<file path="src/dpe_pkg.sv">
`default_nettype none
package dpe_pkg;

  localparam int MaxLetters = 6;
  localparam int LenW       = 3;
  localparam int DigW       = 3;
  localparam int CntW       = 10;

  typedef logic [DigW-1:0]                  digit_t;
  typedef digit_t [MaxLetters-1:0]          digits_t;
  typedef logic [7:0]                       letter_t;
  typedef letter_t [MaxLetters-1:0]         letters_t;
  typedef logic [LenW-1:0]                  len_t;
  typedef logic [CntW-1:0]                  cnt_t;

  typedef enum logic [1:0] {
    ACT_CLEAR  = 2'd0,
    ACT_APPEND = 2'd1,
    ACT_NEXT   = 2'd2
  } action_t;

  // control from the sequencer to the digit counter
  typedef struct packed {
    logic restart;
    logic step;
  } cnt_ctl_t;

  function automatic letter_t letter_at(input letters_t letters, input digit_t idx);
    letter_t res;
    res = '0;
    for (int i = 0; i < MaxLetters; i++) begin
      if (idx == DigW'(i)) begin
        res = letters[i];
      end
    end
    return res;
  endfunction

endpackage
`default_nettype wire

</file>
<file path="src/distinct_permutation_enumerator.sv">
// Distinct permutation enumerator.
// Input stream: in_tuser carries the action (clear, append, next), in_tdata
// the letter for an append. Clear and append take effect in the transfer
// cycle and give no result; an append to a full word is ignored. A next
// request starts a search that scans one index tuple per cycle, except
// while parked on a hit, through a shared tuple checker and digit counter,
// skipping the tuples before the next distinct arrangement (about 65 on
// average for a six-letter word, up to 46656 tuples over a whole run).
// When the search is exhausted a request answers with found low. Only one
// request is in flight; in_tready is low while searching.
// Output stream: one result per request, held in an output register. While
// the receiver stalls the register holds, the search parks on a qualifying
// tuple, and a further clear or append can still be taken in idle.
// Reset empties the word, zeroes the counter and count, and drops any
// pending result.
`default_nettype none
module distinct_permutation_enumerator import dpe_pkg::*; (
  input  wire         clk,
  input  wire         rst_n,
  input  wire         in_tvalid,
  output logic        in_tready,
  input  wire  [7:0]  in_tdata,   // [7:0] letter
  input  wire  [1:0]  in_tuser,   // [1:0] action
  output logic        out_tvalid,
  input  wire         out_tready,
  output logic [63:0] out_tdata,  // [47:0] sym_0..sym_5, [50:48] out_length,
                                  // [60:51] perm_count, [63:61] zero
  output logic        out_tuser   // [0] found
);

  typedef enum logic {ST_IDLE, ST_SEARCH} state_t;

  state_t   state_r, state_nxt;
  letters_t letters_r, letters_nxt;
  len_t     len_r, len_nxt;
  cnt_t     cnt_r, cnt_nxt;
  logic     out_vld_r, out_vld_nxt;
  letters_t out_syms_r, out_syms_nxt;
  len_t     out_len_r, out_len_nxt;
  cnt_t     out_cnt_r, out_cnt_nxt;
  logic     out_found_r, out_found_nxt;

  cnt_ctl_t ctl;
  digits_t  digits;
  logic     done;
  logic     ok;
  letters_t syms;
  logic     slot_free;
  action_t  action;

  dpe_counter u_counter (
    .clk    (clk),
    .rst_n  (rst_n),
    .ctl    (ctl),
    .len    (len_r),
    .digits (digits),
    .done   (done)
  );

  dpe_check u_check (
    .digits  (digits),
    .letters (letters_r),
    .len     (len_r),
    .ok      (ok),
    .syms    (syms)
  );

  assign action    = action_t'(in_tuser);
  assign slot_free = !out_vld_r || out_tready;
  assign in_tready = (state_r == ST_IDLE);

  always_comb begin
    state_nxt     = state_r;
    letters_nxt   = letters_r;
    len_nxt       = len_r;
    cnt_nxt       = cnt_r;
    out_vld_nxt   = out_vld_r && !out_tready;
    out_syms_nxt  = out_syms_r;
    out_len_nxt   = out_len_r;
    out_cnt_nxt   = out_cnt_r;
    out_found_nxt = out_found_r;
    ctl           = '0;
    unique case (state_r)
      ST_IDLE: begin
        if (in_tvalid) begin
          case (action)
            ACT_CLEAR: begin
              letters_nxt = '0;
              len_nxt     = '0;
              cnt_nxt     = '0;
              ctl.restart = 1'b1;
            end
            ACT_APPEND: begin
              if (len_r < LenW'(MaxLetters)) begin
                for (int i = 0; i < MaxLetters; i++) begin
                  if (len_r == LenW'(i)) begin
                    letters_nxt[i] = in_tdata;
                  end
                end
                len_nxt     = len_r + LenW'(1);
                cnt_nxt     = '0;
                ctl.restart = 1'b1;
              end
            end
            ACT_NEXT: begin
              state_nxt = ST_SEARCH;
            end
            default: begin
            end
          endcase
        end
      end
      ST_SEARCH: begin
        if (done) begin
          if (slot_free) begin
            out_vld_nxt   = 1'b1;
            out_syms_nxt  = '0;
            out_len_nxt   = len_r;
            out_cnt_nxt   = cnt_r;
            out_found_nxt = 1'b0;
            state_nxt     = ST_IDLE;
          end
        end else if (ok) begin
          // park on the hit until the output register frees up
          if (slot_free) begin
            out_vld_nxt   = 1'b1;
            out_syms_nxt  = syms;
            out_len_nxt   = len_r;
            out_cnt_nxt   = cnt_r + CntW'(1);
            out_found_nxt = 1'b1;
            cnt_nxt       = cnt_r + CntW'(1);
            ctl.step      = 1'b1;
            state_nxt     = ST_IDLE;
          end
        end else begin
          ctl.step = 1'b1;
        end
      end
      default: state_nxt = ST_IDLE;
    endcase
  end

  always_ff @(posedge clk) begin
    if (!rst_n) begin
      state_r   <= ST_IDLE;
      letters_r <= '0;
      len_r     <= '0;
      cnt_r     <= '0;
      out_vld_r <= 1'b0;
    end else begin
      state_r   <= state_nxt;
      letters_r <= letters_nxt;
      len_r     <= len_nxt;
      cnt_r     <= cnt_nxt;
      out_vld_r <= out_vld_nxt;
    end
    out_syms_r  <= out_syms_nxt;
    out_len_r   <= out_len_nxt;
    out_cnt_r   <= out_cnt_nxt;
    out_found_r <= out_found_nxt;
  end

  assign out_tvalid = out_vld_r;
  assign out_tdata  = {3'b000, out_cnt_r, out_len_r, out_syms_r};
  assign out_tuser  = out_found_r;

endmodule
`default_nettype wire

</file>
<file path="src/dpe_counter.sv">
`default_nettype none
module dpe_counter import dpe_pkg::*; (
  input  wire      clk,
  input  wire      rst_n,
  input  cnt_ctl_t ctl,
  input  len_t     len,
  output digits_t  digits,
  output logic     done
);

  digits_t digits_r, digits_nxt;
  logic    done_r, done_nxt;
  logic    carry;

  // little-endian counter, base len; wraps past the last tuple into done
  always_comb begin
    digits_nxt = digits_r;
    done_nxt   = done_r;
    carry      = 1'b1;
    if (ctl.restart) begin
      digits_nxt = '0;
      done_nxt   = 1'b0;
    end else if (ctl.step) begin
      for (int p = 0; p < MaxLetters; p++) begin
        if (carry && (LenW'(p) < len)) begin
          if (({1'b0, digits_r[p]} + 4'd1) < {1'b0, len}) begin
            digits_nxt[p] = digits_r[p] + DigW'(1);
            carry         = 1'b0;
          end else begin
            digits_nxt[p] = '0;
          end
        end
      end
      if (carry) begin
        done_nxt = 1'b1;
      end
    end
  end

  always_ff @(posedge clk) begin
    if (!rst_n) begin
      digits_r <= '0;
      done_r   <= 1'b0;
    end else begin
      digits_r <= digits_nxt;
      done_r   <= done_nxt;
    end
  end

  assign digits = digits_r;
  assign done   = done_r;

endmodule
`default_nettype wire

</file>
<file path="src/dpe_check.sv">
`default_nettype none
module dpe_check import dpe_pkg::*; (
  input  digits_t  digits,
  input  letters_t letters,
  input  len_t     len,
  output logic     ok,
  output letters_t syms
);

  // a tuple qualifies when digits are in range, pairwise distinct, and equal
  // letters appear in descending index order (first tuple of each arrangement)
  always_comb begin
    ok = 1'b1;
    for (int p = 0; p < MaxLetters; p++) begin
      if ((LenW'(p) < len) && (digits[p] >= len)) begin
        ok = 1'b0;
      end
    end
    for (int p = 0; p < MaxLetters; p++) begin
      for (int q = p + 1; q < MaxLetters; q++) begin
        if (LenW'(q) < len) begin
          if (digits[p] == digits[q]) begin
            ok = 1'b0;
          end
          if ((letter_at(letters, digits[p]) == letter_at(letters, digits[q])) &&
              (digits[q] >= digits[p])) begin
            ok = 1'b0;
          end
        end
      end
    end
  end

  always_comb begin
    for (int j = 0; j < MaxLetters; j++) begin
      syms[j] = (LenW'(j) < len) ? letter_at(letters, digits[j]) : '0;
    end
  end

endmodule
`default_nettype wire
</file>
<file path="config.mk">
export PLATFORM = sky130hd
export DESIGN_NAME = distinct_permutation_enumerator
export DESIGN_NICKNAME = d
export VERILOG_FILES = /design/src/dpe_pkg.sv /design/src/distinct_permutation_enumerator.sv /design/src/dpe_counter.sv /design/src/dpe_check.sv
export SDC_FILE = /design/constraint.sdc
export NUM_CORES = 1
export LEC_CHECK = 0
export ABC_AREA = 0
export BUFFER_PORTS_ARGS = -buffer_cell sky130_fd_sc_hd__buf_4
export CORE_ASPECT_RATIO = 2
export CORE_MARGIN = 1
export CORE_UTILIZATION = 60
export DETAILED_ROUTE_END_ITERATION = 8
export PLACE_DENSITY_LB_ADDON = 0.08
export SETUP_SLACK_MARGIN = 0.1
export SLEW_MARGIN = 15
export SYNTH_ARGS = -nofsm -noshare
export SYNTH_HDL_FRONTEND = slang
export SYNTH_SLANG_ARGS = --single-unit
export TNS_END_PERCENT = 5
</file>
<file path="constraint.sdc">
create_clock -name clk -period 22 [get_ports clk]
set_input_delay 4.4 -clock clk [delete_from_list [all_inputs] [get_ports clk]]
set_output_delay 4.4 -clock clk [all_outputs]
set_load 0.02 [all_outputs]
</file>
==> metrics.md, run 1 <==
| Metric | Value |
|---|---|
| Peak VDD IR | `0.0497 mV` |
| Fin. max-slew vios | `0` |
| #FFs+latches synth | `around 140` |
| Max-cap violations | `0` |
| Tot Pwr | `roughly 620 uW` |
| Max Clk Rate | `0.168 GHz` |
| Final Cycle Share | `0.271` |
| PwrDens | `about 45 nW/um^2` |
| Crit Path Max Fanout | `63` |
| Root buffer cell | `clkbuf_16` |
| Core area | `just over 20000 um^2` |
| Worst-Skew Late Latency | `0.45 ns` |
| Cells along the critical path | `inv_1 -> ha_1 -> nor2_1 -> a32oi_1 -> xnor2_1 -> nand4_1 -> nor3_1 -> or4_1 -> a21oi_2 -> nand3_1 -> a211oi_4 -> buf_4` |
| Met1 WL | `14400 um` |
| Max transition margin | `0.122` |
| Worst slew pin tran | `1.28 ns` |
| Post-DP HPWL | `29900 um` |
| Post-synth EDFFs | `62` |
| Vias in the first global route | `11200` |
| Clk slew on worst S/H paths | `0.06 ns` |
| Largest net degree at the start of global routing | `72` |
| Met3 wire length | `2580 um` |
| Final core occ | `0.669` |
| Max layer used | `met4` |
| Die Footprint | `approximately 22000 um^2` |
| 1st-pass router iterations | `7` |
| Post-CTS sizing | `0` |
| Die W | `105 um` |
| Buffers added on ports | `77` |
| H-tree Lvls | `4` |
| Final ANT Viol Nets | `0` |
| FILL cells | `1790` |
| Setup violators final | `0` |
| Critical path class | `reg -> reg` |
| LEAKAGE | `0.00538 uW` |
| Chip Height | `207 um` |
| Async S/R FF share, synth | `0` |
| CTS hold repair buffers | `0` |
| I/O pin total | `81` |
| CP max stage delay | `between 0.8 and 0.9 ns` |
| Row count | `74` |
| CTS buffer count | `17` |
| Worst hold margin | `0.508 ns` |
| Outcome | `complete, no violations` |
| GRT Total Usage | `0.374` |
| Placer Congestion | `0.982` |
| Setup TNS | `0 ns` |
| WL final | `40400 um` |
| Clock Path Buffers | `2` |
| Library cells used by synthesis | `80` |
| CTS tree | `yes` |
| Post-DR vias/cell | `6.58` |
| Layout Nets | `1628` |
| CP required | `22.07 ns` |
| RSZ-0062 raised after global routing | `false` |
| Post-synthesis cell area | `12600 um^2` |
| Synth Instances | `1492` |
| DR iter-0 viols | `1107` |
| Postcts setup bufs | `0` |
| Met2 Wirelength | `about 20000 um` |
| Clk_skew | `0.00932 ns` |
| Nature of the critical path endpoint | `register` |
| Fraction of layout instances using a drive strength above 1 | `0.113` |
| Fin. Hold Viols | `0` |
| Synthesis Warnings | `0` |
| Overflow after GRT | `0` |
| Main flop type after synthesis | `dfxtp_1` |
| Post-layout minimum cycle time | `roughly 6.0 ns` |
| Vias | `11700` |
| Startpoint Class | `register` |
| CP max-delay cell | `dfxtp_1` |
| Mean Syn Cell Area | `approximately 8.5 um^2` |
| Hold/Removal Path Class | `reg -> reg` |
| Total clock sinks | `144` |
| Initial Util | `0.615` |
| DRC | `0` |
| First-pass GRT wire length | `62100 um` |
| Sequential share of the synthesized area | `0.277` |
| Routed wire per std cell | `22.7 um` |
| Initial antenna violation count | `0` |
| Synth-to-Final Area Change | `8.71%` |
| Crit path DAT | `6.04 ns` |
-- metrics by stage --
| step | std cells | setup WS (ns) | cell area, um^2 |
|---|---|---|---|
| 2_1_floorplan | 1494 | 12.28 | 12700 |
| 3_3_place_gp | 1746 | 15.69 | 13200 |
| 3_5_place_dp | 1746 | 15.65 | 13200 |
| 4_1_cts | 1778 | 16.10 | 13700 |
| 5_1_grt | 1778 | 15.78 | 13700 |
| 6_report | 1779 | 16.03 | 13700 |
-- layout make-up --
type | count | area (um^2) | share of cell area
multi-input cells | 1189 | 8450 | 0.615
flip-flops and latches | 144 | 3500 | 0.255
repair buffers | 89 | 668 | 0.0486
clock buffers | 22 | 497 | 0.0361
well taps | 266 | 333 | 0.0242
inverters | 58 | 218 | 0.0158
clock inverters | 10 | 72.6 | 0.00528
diodes | 1 | 2.50 | 0.000182
-- path summary, 6_finish.rpt --
check | start | to | slack [ns] | cells past startpoint
hold reg to reg | cnt_r[9]$_SDFFE_PN0P_ | cnt_r[9]$_SDFFE_PN0P_ | 0.51 | 2
setup / recovery | u_counter.digits[5]$_SDFFE_PP0P_ | out_tdata[29]$_SDFFCE_PP0P_ | 16.03 | 12
setup reg to reg | u_counter.digits[5]$_SDFFE_PP0P_ | out_tdata[29]$_SDFFCE_PP0P_ | 16.03 | 12
hold / removal | cnt_r[9]$_SDFFE_PN0P_ | cnt_r[9]$_SDFFE_PN0P_ | 0.51 | 2
-- sequential cells by signal, indices dropped and copies added, names as in the netlist --
register          cells
state_r               1
out_len_r             3
cnt_r                10
u_counter.done        1
u_counter.digits     18
out_tdata            48
out_tuser             1
out_tvalid            1
letters_r            48
len_r                 3
out_cnt_r            10
-- metal layers --
layer,GRT usage,vias up
met5,0,-
met4,0.299,0
met3,0.0556,208
met2,0.647,618
met1,0.401,5510
li1,-,5367
-- power by group --
part | leakage [uW] | switching, uW | internal [uW]
Clock | 0.000278 | 121 | 161
Sequential | 0.00126 | 3.72 | 282
Combinational | 0.00385 | 34.2 | 17.6
-- logic make-up (layout without fill, tap and decap cells) --
kind of cell	after synthesis	after routing	share of synthesized area
XOR/XNOR	130	130	0.0900
AO/OA/AOI/OAI	355	355	0.214
adder cells (fa/ha/maj)	115	115	0.114
flip-flops	144	144	0.277
other	1	4	0.000297
multiplexers	14	14	0.0113
AND/OR/NAND/NOR	572	572	0.237
buffers and inverters	161	179	0.0563
-- placed cells by master (no fill, tap or decap), types with 13 or more instances in the layout --
master / count
edfxtp_1: 62
nand3b_1: 38
and3_1: 18
a31oi_1: 13
nor2b_1: 51
a21oi_1: 61
dfxtp_1: 82
xor2_1: 64
nand4_1: 16
nor2_1: 75
nand2b_1: 17
clkbuf_16: 19
o21ai_0: 99
xnor2_1: 66
and2_1: 55
ha_1: 115
buf_4: 89
nor4_1: 14
a21o_1: 25
nand3_1: 80
inv_1: 57
nand2_1: 155
a221oi_1: 26
-- critical path, delay by kind of cell (launching register included) --
| family | cells | cell delay, ns |
|---|---|---|
| AND/OR/NAND/NOR | 5 | 1.69 |
| AO/OA/AOI/OAI | 3 | 1.14 |
| buffers and inverters | 2 | 1.01 |
| flip-flops | 1 | 0.87 |
| adder cells (fa/ha/maj) | 1 | 0.49 |
| XOR/XNOR | 1 | 0.31 |
-- cell usage after synthesis, drive strengths merged, types with 51 or more instances --
cell      n  area share
a21oi    62       0.025
nor2b    51       0.025
nor2     76       0.023
dfxtp    82        0.13
o21ai   109       0.044
xnor2    66       0.046
inv      57       0.017
ha      115        0.11
xor2     64       0.044
and2     56       0.028
nand2   157       0.047
edfxtp   62        0.15
nand3    80       0.032
clkbuf   59       0.018
(Power assumes the default switching activity.)
==> inputs of run 2 (changes only) <==
==> constraint.sdc (replaced) <==
create_clock -name clk -period 6.2 [get_ports clk]
set_input_delay 1.24 -clock clk [delete_from_list [all_inputs] [get_ports clk]]
set_output_delay 1.24 -clock clk [all_outputs]
set_load 0.02 [all_outputs]
==> run 2 against run 1 <==
Compared with the run above:
- power grew to 3.5 times the previous value
- first-iteration DRC count shrank 4.6%
- global-route usage grew 3.9 points
- register-to-register slack lost 15 ns
- clock power grew to 3.5 times the previous value
- count of clock-buffer cells in the layout shrank 5
- core utilization grew 0.65 points
- design area grew 0.97%
- hold slack gained 0.0065 ns
- worst setup slack lost 15 ns
- combinational power grew to 3.7 times the previous value
- critical endpoint is now u_counter.digits[17]$_SDFFE_PP0P_
==> metrics.md, run 2 (same netlist as run 1, synthesis figures left out) <==
| Metric | Value |
|---|---|
| Outcome | `complete, no violations` |
| RSZ-0062 raised after global routing | `false` |
| LEAKAGE | `around 0.0055 uW` |
| Clock Path Buffers | `2` |
| Core area | `20600 um^2` |
| Fin. Hold Viols | `0` |
| Chip Height | `207 um` |
| Largest net degree at the start of global routing | `between 70 and 80` |
| Final ANT Viol Nets | `0` |
| WHS Path Cells | `2` |
| I/O pin total | `slightly above 80` |
| Clk slew on worst S/H paths | `0.07 ns` |
| Post-layout minimum cycle time | `5.24 ns` |
| FILL cells | `1792` |
| Die Footprint | `21700 um^2` |
| GRT Total Usage | `0.413` |
| Most frequent cells in the layout | `nand2_1 (156), ha_1 (115), buf_4 (107), o21ai_0 (98), dfxtp_1 (82)` |
| N_diodes | `0` |
| Post-CTS sizing | `0` |
| CP required | `about 6.5 ns` |
| Die W | `105 um` |
| Post-DP HPWL | `33200 um` |
| First-pass GRT wire length | `roughly 67000 um` |
| Final Cycle Share | `0.846` |
| DR iter-0 viols | `1056` |
| Post-DR vias/cell | `6.69` |
| Max Clk Rate | `0.191 GHz` |
| 1st-pass router iterations | `6` |
| Postcts setup bufs | `0` |
| Vias in the first global route | `11500` |
| Max transition margin | `0.237` |
| FF-to-FF path depth | `13` |
| DRC | `0` |
| Worst-Skew Late Latency | `between 0.4 and 0.5 ns` |
| Max-cap violations | `0` |
| Nature of the critical path endpoint | `register` |
| CTS hold repair buffers | `0` |
| Initial Util | `0.615` |
| Vias | `12000` |
| Commonest non-fill, non-tap cell in the layout | `nand2_1` |
| Placer Congestion | `about 1.1` |
| Peak VDD IR | `0.240 mV` |
| Crit Path Max Fanout | `33` |
| Worst slew pin tran | `1.14 ns` |
| Fraction of layout instances using a drive strength above 1 | `0.124` |
| Critical path class | `reg -> reg` |
| Total clock sinks | `144` |
| Hold/Removal Path Class | `reg -> reg` |
| Routed wire per std cell | `24.9 um` |
| Crit path DAT | `~5.6 ns` |
| Buffers added on ports | `77` |
| Overflow after GRT | `0` |
| H-tree Lvls | `4` |
| Startpoint Class | `register` |
| PwrDens | `between 150 and 200 nW/um^2` |
| Setup TNS | `0 ns` |
| CTS buffer count | `17` |
| Row count | `74` |
| Root buffer cell | `clkbuf_16` |
| Initial antenna violation count | `0` |
| CTS tree | `yes` |
| Clk_skew | `between 0.01 and 0.015 ns` |
| Layout Nets | `roughly 1600` |
| Setup violators final | `0` |
| Final core occ | `0.675` |
| Synth-to-Final Area Change | `9.76%` |
| WL final | `44800 um` |
| Fin. max-slew vios | `0` |
run 2: final timing paths:
check / start / endpoint / slack (ns)
setup / recovery: u_counter.digits[10]$_SDFFE_PP0P_ / u_counter.digits[17]$_SDFFE_PP0P_ / 0.96
hold / removal: cnt_r[9]$_SDFFE_PN0P_ / cnt_r[9]$_SDFFE_PN0P_ / 0.51
setup reg to reg: u_counter.digits[10]$_SDFFE_PP0P_ / u_counter.digits[17]$_SDFFE_PP0P_ / 0.96
hold reg to reg: cnt_r[9]$_SDFFE_PN0P_ / cnt_r[9]$_SDFFE_PN0P_ / 0.51
run 2: metrics by stage:
stage	hold slack, ns	worst slack (ns)	power (uW)	std cells	area [um^2]
after floorplan	0.406	0.864	1150	1494	12700
after global routing	0.549	0.746	2230	1797	13900
after global placement	0.483	1.18	1220	1765	13300
after CTS	0.513	1.09	2180	1797	13900
final	0.514	0.955	2190	1797	13900
after detailed placement	0.504	1.11	1220	1765	13300
run 2: worst max-delay path, cell delays in order, from the launching register on:
cell and delay [ns]:
dfxtp_1 0.41, inv_1 0.17, ha_1 0.89, o21ai_1 0.14, and2_1 0.36, a221oi_2 0.71
xnor2_1 0.15, nor3_1 0.51, nand4_1 0.16, o211ai_1 0.45, nor2_1 0.12, nand4_1 0.50
nand3_1 0.34, mux2i_1 0.19
run 2: cell type report:
cell class,count,area [um^2],share of cell area
clock inverter,15,126,0.00910
sequential,144,3500,0.252
clock buffer,17,425,0.0306
inverter,58,218,0.0157
tap,266,333,0.0240
multi-input combinational,1189,8450,0.609
timing repair buffer,108,823,0.0593
run 2: layer usage:
layer	track usage	routed length, um	up-vias
met3	0.0735	3430	215
met5	0	0	-
met1	0.437	15400	5680
li1	-	-	5398
met4	0.349	3840	0
met2	0.703	22100	736
run 2: report_power, final:
| group | switching, uW | internal [uW] | total [uW] |
|---|---|---|---|
| clock | 459 | 522 | 981 |
| sequential | 15.0 | 1000 | 1020 |
| combinational | 124 | 67.5 | 192 |
